[src/hw/rtl/brb_pkg.sv]
// ----------------------------------------------------------------------------
// brb_pkg
// Shared types and constants of the burst ring buffer: transfer layouts,
// operation and result codes, field widths and parameter defaults.
// ----------------------------------------------------------------------------
`default_nettype none

package brb_pkg;

   // field widths
   localparam int MODE_W    = 2;
   localparam int CNT_W     = 10;
   localparam int BYTE_W    = 8;
   localparam int GRANT_W   = 7;

   // parameter defaults
   localparam int DEPTH_DEF     = 512;
   localparam int MAX_BURST_DEF = 64;

   // capacity after reset
   localparam logic [CNT_W-1:0] CAP_RESET = CNT_W'(512);

   // request operation codes
   localparam logic [MODE_W-1:0] MODE_WRITE = 2'd0;
   localparam logic [MODE_W-1:0] MODE_READ  = 2'd1;
   localparam logic [MODE_W-1:0] MODE_CLEAR = 2'd2;
   localparam logic [MODE_W-1:0] MODE_NONE  = 2'd3;

   // result kind codes
   localparam logic [MODE_W-1:0] KIND_WRITE_ACK = 2'd0;
   localparam logic [MODE_W-1:0] KIND_READ      = 2'd1;
   localparam logic [MODE_W-1:0] KIND_CLEAR_ACK = 2'd2;

   // request transfer
   typedef struct packed {
      logic [MODE_W-1:0] mode;
      logic [CNT_W-1:0]  burst_length;
      logic              first_of_burst;
      logic [BYTE_W-1:0] data_byte;
   } req_item_type;

   // result transfer
   typedef struct packed {
      logic [MODE_W-1:0]  kind;
      logic [BYTE_W-1:0]  out_byte;
      logic [GRANT_W-1:0] granted;
      logic               last;
      logic [CNT_W-1:0]   fill_level;
   } rsp_item_type;

   // result fields held while the store read is under way
   typedef struct packed {
      logic [MODE_W-1:0]  kind;
      logic [GRANT_W-1:0] granted;
      logic               last;
      logic [CNT_W-1:0]   fill_level;
      logic               from_store;
   } rsp_meta_type;

   // sequencer states
   typedef enum logic [1:0] {
      ST_IDLE = 2'b01,
      ST_READ = 2'b10
   } state_type;

endpackage

`default_nettype wire

[src/hw/rtl/byte_ring_buffer_burst.sv]
// ----------------------------------------------------------------------------
// byte_ring_buffer_burst
// Circular byte buffer with all-or-nothing write bursts and contiguous
// chunked reads, the bytes held in one RAM with registered read.
// ----------------------------------------------------------------------------
// Results: the first result of a transfer is registered and appears in the
// cycle after it is accepted; further bytes of a read chunk follow one per
// cycle. Busy: write, clear and empty-read requests never raise busy; a read
// of n bytes holds busy until its last RAM read is issued, one read per byte.
// Reset: pointers, fill count and burst flag clear at once, capacity returns
// to 512; the byte store is not cleared and there is no start-up sweep.
// ----------------------------------------------------------------------------
`default_nettype none

module byte_ring_buffer_burst #(
   parameter int DEPTH     = brb_pkg::DEPTH_DEF,
   parameter int MAX_BURST = brb_pkg::MAX_BURST_DEF
) (
   input  wire logic                       clock,
   input  wire logic                       reset,
   // request channel
   input  wire logic                       start,
   output logic                            busy,
   input  wire brb_pkg::req_item_type      req_data,
   // result channel
   output logic                            rsp_strobe,
   output brb_pkg::rsp_item_type           rsp_data,
   // configuration
   input  wire logic                       csr_we,
   input  wire logic [brb_pkg::CNT_W-1:0]  csr_wdata
);

   localparam int AW  = (DEPTH > 1) ? $clog2(DEPTH) : 1;
   localparam int DW  = $clog2(DEPTH + 1);
   localparam int XW  = ((DW > brb_pkg::CNT_W) ? DW : brb_pkg::CNT_W) + 1;
   localparam int RW  = $clog2(MAX_BURST + 1);
   localparam logic [XW-1:0] DEPTH_X = XW'(DEPTH);
   localparam logic [XW-1:0] MAXB_X  = XW'(MAX_BURST);

   // state registers
   brb_pkg::state_type          state_ff, state_in;
   logic [brb_pkg::CNT_W-1:0]   capacity_ff, capacity_in;
   logic [AW-1:0]               rp_ff, rp_in;
   logic [AW-1:0]               wp_ff, wp_in;
   logic [brb_pkg::CNT_W-1:0]   fill_ff, fill_in;
   logic                        burst_ok_ff, burst_ok_in;
   logic [RW-1:0]               remain_ff, remain_in;
   logic [brb_pkg::GRANT_W-1:0] grant_ff, grant_in;
   logic                        strobe_ff, strobe_in;
   brb_pkg::rsp_meta_type       meta_ff, meta_in;

   // working values
   logic                        accept;
   logic [XW-1:0]               cap_x, fill_x, rp_x, wp_x, len_x;
   logic [XW-1:0]               n1, n2, n_x, room_x;
   logic                        first_ok, wr_ok, issue;
   logic [RW-1:0]               rem_before, rem_after;
   logic [brb_pkg::GRANT_W-1:0] grant_cur;
   logic [brb_pkg::BYTE_W-1:0]  ram_rdata;
   logic                        ram_we;

   assign accept = start && !busy;
   assign busy   = (state_ff == brb_pkg::ST_READ);

   // effective ring size, clamped to 1..DEPTH
   always_comb begin
      if (capacity_ff == '0) begin
         cap_x = XW'(1);
      end else if (XW'(capacity_ff) > DEPTH_X) begin
         cap_x = DEPTH_X;
      end else begin
         cap_x = XW'(capacity_ff);
      end
   end

   assign fill_x = XW'(fill_ff);
   assign rp_x   = XW'(rp_ff);
   assign wp_x   = XW'(wp_ff);
   assign len_x  = XW'(req_data.burst_length);

   // burst admission and per-byte write check
   assign first_ok = (len_x != '0) && ((cap_x - fill_x) >= len_x);
   always_comb begin
      burst_ok_in = burst_ok_ff;
      if (accept && req_data.mode == brb_pkg::MODE_WRITE && req_data.first_of_burst) begin
         burst_ok_in = first_ok;
      end
   end
   assign wr_ok  = burst_ok_in && (fill_x < cap_x) && (wp_x < cap_x);
   assign ram_we = accept && (req_data.mode == brb_pkg::MODE_WRITE) && wr_ok;

   // chunk length of a read request
   assign n1     = (len_x > MAXB_X) ? MAXB_X : len_x;
   assign n2     = (n1 > fill_x) ? fill_x : n1;
   assign room_x = cap_x - rp_x;
   always_comb begin
      if (rp_x >= cap_x) begin
         n_x = '0;
      end else if (n2 > room_x) begin
         n_x = room_x;
      end else begin
         n_x = n2;
      end
   end

   // store read issue, first byte in the request cycle, then one per cycle
   assign issue = (accept && req_data.mode == brb_pkg::MODE_READ && n_x != '0) || busy;
   assign rem_before = busy ? remain_ff : RW'(n_x);
   assign grant_cur  = busy ? grant_ff : brb_pkg::GRANT_W'(n_x);
   assign rem_after  = rem_before - RW'(1);

   // next-state logic
   always_comb begin
      state_in    = state_ff;
      capacity_in = capacity_ff;
      rp_in       = rp_ff;
      wp_in       = wp_ff;
      fill_in     = fill_ff;
      remain_in   = remain_ff;
      grant_in    = grant_ff;
      strobe_in   = 1'b0;
      meta_in     = meta_ff;

      if (issue) begin
         // one byte of a read chunk
         rp_in      = ((rp_x + XW'(1)) >= cap_x) ? '0 : rp_ff + AW'(1);
         fill_in    = fill_ff - brb_pkg::CNT_W'(1);
         remain_in  = rem_after;
         grant_in   = grant_cur;
         state_in   = (rem_after != '0) ? brb_pkg::ST_READ : brb_pkg::ST_IDLE;
         strobe_in  = 1'b1;
         meta_in.kind       = brb_pkg::KIND_READ;
         meta_in.granted    = grant_cur;
         meta_in.last       = (rem_after == '0);
         meta_in.fill_level = fill_in;
         meta_in.from_store = 1'b1;
      end else if (accept) begin
         unique case (req_data.mode)
            brb_pkg::MODE_WRITE: begin
               if (wr_ok) begin
                  wp_in   = ((wp_x + XW'(1)) >= cap_x) ? '0 : wp_ff + AW'(1);
                  fill_in = fill_ff + brb_pkg::CNT_W'(1);
               end
               strobe_in          = 1'b1;
               meta_in.kind       = brb_pkg::KIND_WRITE_ACK;
               meta_in.granted    = brb_pkg::GRANT_W'(wr_ok);
               meta_in.last       = 1'b0;
               meta_in.fill_level = fill_in;
               meta_in.from_store = 1'b0;
            end
            brb_pkg::MODE_READ: begin
               // empty read: nothing to fetch
               strobe_in          = 1'b1;
               meta_in.kind       = brb_pkg::KIND_READ;
               meta_in.granted    = '0;
               meta_in.last       = 1'b1;
               meta_in.fill_level = fill_ff;
               meta_in.from_store = 1'b0;
            end
            brb_pkg::MODE_CLEAR: begin
               rp_in              = '0;
               wp_in              = '0;
               fill_in            = '0;
               strobe_in          = 1'b1;
               meta_in.kind       = brb_pkg::KIND_CLEAR_ACK;
               meta_in.granted    = '0;
               meta_in.last       = 1'b0;
               meta_in.fill_level = '0;
               meta_in.from_store = 1'b0;
            end
            brb_pkg::MODE_NONE: begin
               // unused code, no result
            end
            default: begin
            end
         endcase
      end

      // capacity write empties the ring
      if (csr_we) begin
         capacity_in = csr_wdata;
         rp_in       = '0;
         wp_in       = '0;
         fill_in     = '0;
      end
   end

   // burst flag: reads and clears end a burst, capacity writes drop it
   logic burst_flag_in;
   always_comb begin
      burst_flag_in = burst_ok_in;
      if (accept && (req_data.mode == brb_pkg::MODE_READ ||
                     req_data.mode == brb_pkg::MODE_CLEAR)) begin
         burst_flag_in = 1'b0;
      end
      if (csr_we) begin
         burst_flag_in = 1'b0;
      end
   end

   // control registers
   always_ff @(posedge clock) begin
      if (reset) begin
         state_ff    <= brb_pkg::ST_IDLE;
         capacity_ff <= brb_pkg::CAP_RESET;
         rp_ff       <= '0;
         wp_ff       <= '0;
         fill_ff     <= '0;
         burst_ok_ff <= 1'b0;
         remain_ff   <= '0;
         strobe_ff   <= 1'b0;
      end else begin
         state_ff    <= state_in;
         capacity_ff <= capacity_in;
         rp_ff       <= rp_in;
         wp_ff       <= wp_in;
         fill_ff     <= fill_in;
         burst_ok_ff <= burst_flag_in;
         remain_ff   <= remain_in;
         strobe_ff   <= strobe_in;
      end
   end

   // payload registers
   always_ff @(posedge clock) begin
      grant_ff <= grant_in;
      meta_ff  <= meta_in;
   end

   // byte store
   brb_ram #(
      .WIDTH (brb_pkg::BYTE_W),
      .DEPTH (DEPTH)
   ) u_store (
      .clock   (clock),
      .wr_en   (ram_we),
      .wr_addr (wp_ff),
      .wr_data (req_data.data_byte),
      .rd_en   (issue),
      .rd_addr (rp_ff),
      .rd_data (ram_rdata)
   );

   // result transfer
   assign rsp_strobe          = strobe_ff;
   assign rsp_data.kind       = meta_ff.kind;
   assign rsp_data.out_byte   = meta_ff.from_store ? ram_rdata : '0;
   assign rsp_data.granted    = meta_ff.granted;
   assign rsp_data.last       = meta_ff.last;
   assign rsp_data.fill_level = meta_ff.fill_level;

endmodule

`default_nettype wire

[src/hw/rtl/brb_ram.sv]
// ----------------------------------------------------------------------------
// brb_ram
// Generic simple dual-port RAM: one write port, one read port with the
// read data registered.
// ----------------------------------------------------------------------------
`default_nettype none

module brb_ram #(
   parameter int WIDTH = 8,
   parameter int DEPTH = 512,
   localparam int AW   = (DEPTH > 1) ? $clog2(DEPTH) : 1
) (
   input  wire logic             clock,
   input  wire logic             wr_en,
   input  wire logic [AW-1:0]    wr_addr,
   input  wire logic [WIDTH-1:0] wr_data,
   input  wire logic             rd_en,
   input  wire logic [AW-1:0]    rd_addr,
   output logic      [WIDTH-1:0] rd_data
);

   logic [WIDTH-1:0] mem [DEPTH];

   // write port
   always_ff @(posedge clock) begin
      if (wr_en) begin
         mem[wr_addr] <= wr_data;
      end
   end

   // registered read port
   always_ff @(posedge clock) begin
      if (rd_en) begin
         rd_data <= mem[rd_addr];
      end
   end

endmodule

`default_nettype wire

[config.mk]
export PLATFORM = sky130hd
export DESIGN_NAME = byte_ring_buffer_burst
export DESIGN_NICKNAME = d
export VERILOG_FILES = /design/src/hw/rtl/brb_pkg.sv /design/src/hw/rtl/byte_ring_buffer_burst.sv /design/src/hw/rtl/brb_ram.sv
export SDC_FILE = /design/constraint.sdc
export NUM_CORES = 2
export LEC_CHECK = 0
export BUFFER_PORTS_ARGS = -buffer_cell sky130_fd_sc_hd__buf_4
export CAP_MARGIN = 20
export CELL_PAD_IN_SITES_DETAIL_PLACEMENT = 0
export CELL_PAD_IN_SITES_GLOBAL_PLACEMENT = 1
export CORE_UTILIZATION = 50
export DETAILED_ROUTE_END_ITERATION = 10
export PLACE_DENSITY_LB_ADDON = 0.3
export SYNTH_ARGS = -nofsm -noshare
export SYNTH_HDL_FRONTEND = slang
export SYNTH_HIERARCHICAL = 1
export SYNTH_SLANG_ARGS = --single-unit
[constraint.sdc]
create_clock -name clock -period 8.1 [get_ports clock]
set_clock_uncertainty 0.15 [all_clocks]
set_input_delay 0.81 -clock clock [delete_from_list [all_inputs] [get_ports clock]]
set_output_delay 0.81 -clock clock [all_outputs]
set_load 0.1 [all_outputs]
==> results.py <==
metrics = {
    "detailed_routing": {
        "drt_iter0_drc": 11680,
        "vias_per_cell": 6.397,
        "first_pass_iters": 8,
        "wl_mm": 430.3,
        "post-route-drc-count": 0,
        "wl_per_cell_um": 31.42,
        "ant_nets": 0,
        "vias": 87620,
    },
    "die": {
        "dieArea_um2": 336600,
        "start_util_pct": 50.40,
        "io_pins": 65,
        "fp.dieW_um": 580.2,
        "rows": 211,
        "core_area_um2": 331600,
        "die_y_um": 580.2,
    },
    "sta": {
        "max_freq_mhz": 137.5,
        "rsz0062_at_grt": "no",
        "finalCritPeriodShare_pct": 89.79,
        "slew_headroom_pct": 17.16,
        "tightest_slew_ns": 1.231,
        "finalHoldViolCount": 0,
        "setup_violations": 0,
        "maxSlewViolCount": 0,
        "fin_crit_ns": 7.273,
        "tns_ns": 0,
    },
    "finish": {
        "final_common_cell": "edfxtp_1",
        "area_growth_syn_to_layout_pct": 11.07,
        "fill_cells": 24600,
        "nets": 9102,
        "drive_gt1_share_pct": 16.84,
        "final_cell_area_um2": 185600,
        "final_util_pct": 55.98,
        "final_cell_mix": "4,129 x edfxtp_1, 809 x mux2i_1, 673 x nor2_1, 654 x mux4_2, 423 x clkbuf_16",
    },
    "synthesis": {
        "synth_area_um2": 167100,
        "yosysTopAreaCell": "edfxtp_1",
        "ys_warn_count": 6,
        "ys_top_cells_by_area": "edfxtp_1 74%, mux4_2 8.8%, mux2i_1 4.8%",
        "yosys.cell_types.count": 109,
        "postSynthCellCount": 8879,
        "synthArstFlopShare_pct": 0,
        "synth_top_area_share_pct": 74.19,
        "synth.avg_cell_area_um2": 18.82,
        "synth_edf_count": 4129,
        "ys_seq_elements": 4181,
        "synth_ff_type": "edfxtp_1",
        "ys_seq_area_share_pct": 74.81,
    },
    "setup_path": {
        "critPathLaunchType": "flop",
        "required_ns": 8.51,
        "end_kind": "flop",
        "cp_cell_sequence": "clkinv_1 > nand2_1 > inv_1 > ha_1 > a21oi_1 > nand2_1 > o21ai_0 > a21oi_1 > a21o_1 > a21oi_1 > xnor2_1 > ha_1 > o21a_1 > o21ai_1 > o22a_1 > a21oi_1 > buf_4 > inv_1 > nor3_1 > buf_4 > and3b_1 > nand3_4 > buf_4 > nor2_1",
        "path_max_fanout": 17,
        "cp-startpoint": "capacity_ff[9]",
        "cp.arrival_ns": 7.69,
        "critPathTopFamily": "simple AND/OR/NAND/NOR gates",
        "crit_slowest_cell": "nor2_1",
        "critPathBufInv": 6,
        "critical_path_class": "flop to flop",
        "crit_path_max_incr_delay_ns": 0.63,
        "cpMostUsedCell": "a21oi_1",
        "r2r-start": "capacity_ff[9]",
    },
    "global_route": {
        "grt_util_all_layers_pct": 25.22,
        "grt_overflow": 0,
        "first_global_vias": 86920,
        "grt_first_pass_wirelength_mm": 619.8,
        "use_met2_pct": 40.40,
        "grtUsageMet1_pct": 35.71,
        "grt.met3_usage_pct": 4.118,
        "grt_max_degree": 192,
        "grt.busiest_layer": "met2",
        "antenna_found_initial": 12,
    },
    "pwr": {
        "power_density_nw_per_um2": 238.0,
        "p_seq_share_pct": 53.9,
        "leakagePower_nw": 54.97,
        "power.share.switching_pct": 20.19,
        "ir_worst_vdd_v": 0.0001677,
        "combPwrFrac_pct": 2.6,
        "switching_power_mw": 8.920,
        "clkPwrFrac_pct": 43.6,
        "power.internal_mw": 35.26,
    },
    "clock_network": {
        "clk-insertion-delay-late_ns": 0.96,
        "cts.sinks": 4181,
        "cts_tree": "done",
        "clkTransAtPathRegs_ns": 0.06,
        "max-clock-path-buffers": 4,
        "postCtsResizedCells": 0,
        "h-tree-depth": 5,
        "cts_buffers": 413,
        "cts_root_buf": "clkbuf_16",
    },
    "place": {
        "place_area_um2": 171800,
        "dp_hpwl_mm": 263.7,
        "port_buffers": 64,
        "place_congestion": 0.8960,
    },
    "min_path": {
        "hp-class": "input port to flop",
        "holdCritStartpoint": "csr_we",
    },
    "flow_run": {
        "cap_violations": 0,
    },
    "outcome": {
        "outcome": "completed",
    },
}
[area by class of cell]
type,count,area (um2),area share (%)
clock buffer,498,10870,5.854
tap,4366,5463,2.943
inverter,66,257.7,0.1388
timing repair buffer,239,2395,1.290
multi-input combinational,4075,38820,20.91
antenna,8,20.02,0.01078
sequential,4181,125000,67.36
clock inverter,263,2768,1.491
[layer usage]
layer / part of all wire, % / wire, um
met4: 3.3 / 14380
met3: 8.7 / 37580
met5: 0.0016 / 7
met1: 40 / 172700
met2: 48 / 205700
[flip-flops by register name (all words and copies together) (netlist names), 2 cells and up]
register         count
fill_ff             10
u_store/rd_data      8
u_store/mem       4096
remain_ff            7
capacity_ff         10
grant_ff             7
wp_ff                9
rp_ff                9
rsp_data            20
state_ff             2
[per-stage QoR]
step / hold WS [ns] / setup slack [ns] / cells / power (mW)
finish: 0.09998 / 0.8272 / 13700 / 44.18
global route: 0.09482 / 0.3713 / 13690 / 45.30
CTS: 0.03183 / 0.8230 / 13680 / 44.45
detailed placement: 0.2964 / 0.8188 / 12910 / 25.39
global placement: 0.2886 / 0.8783 / 12900 / 25.37
floorplan: 0.2821 / 2.040 / 8881 / 24.84
[cells in the mapped netlist (10+ instances only)]
cell,count
nand3_1,61
o21a_1,14
buf_4,91
buf_8,11
buf_2,65
or3_1,13
a21oi_1,246
o221ai_1,371
o21ai_0,149
o22ai_1,169
a21o_1,14
and2_1,35
nand2b_1,10
ha_1,89
buf_1,44
o21ai_1,12
o31ai_1,15
or2_2,12
dfxtp_1,52
mux4_2,654
edfxtp_1,4129
xnor2_1,21
buf_6,66
a22oi_1,66
nor3_1,130
a211oi_1,26
nor4_1,40
nand4_1,46
nor2b_1,17
nand2_1,186
and3_1,10
a22o_1,10
mux2i_1,809
clkbuf_1,277
inv_1,62
nor2_1,675
[final timing paths]
kind                            depth (start not counted)  slack (ns)                   to
worst max-delay path                                   24        0.83  u_store/mem[215][5]
worst min register to register                          2        0.30         remain_ff[6]
worst min-delay path                                    2         0.1       capacity_ff[9]
worst max register to register                         24        0.83  u_store/mem[215][5]
[power by group through the flow]
stage          clock network [mW]  logic (mW)  registers (mW)
2_1_floorplan                   0       0.587            24.3
4_1_cts                      19.5        1.14            23.8
5_1_grt                      20.3        1.21            23.8
6_report                     19.2        1.13            23.8
3_5_place_dp                    0        1.13            24.3
3_3_place_gp                    0        1.11            24.3
[cell families after synthesis]
| kind of cell | count (synthesis) | share of synthesized area, % |
|---|---|---|
| adder cells (fa/ha/maj) | 91 | 0.6902 |
| XOR/XNOR | 29 | 0.1520 |
| AO/OA/AOI/OAI | 1214 | 5.182 |
| flip-flops | 4181 | 74.81 |
| buffers and inverters | 625 | 2.077 |
| multiplexers | 1468 | 13.69 |
| AND/OR/NAND/NOR | 1270 | 3.394 |
| other | 1 | 0.002244 |
[repair_timing]
| action | CTS | global route |
|---|---|---|
| hold buffers | 13 | 0 |
| buffers inserted | 0 | 0 |
| hold endpoints to repair | 11 | 0 |
Note: power is estimated with default switching activity, not from simulation.
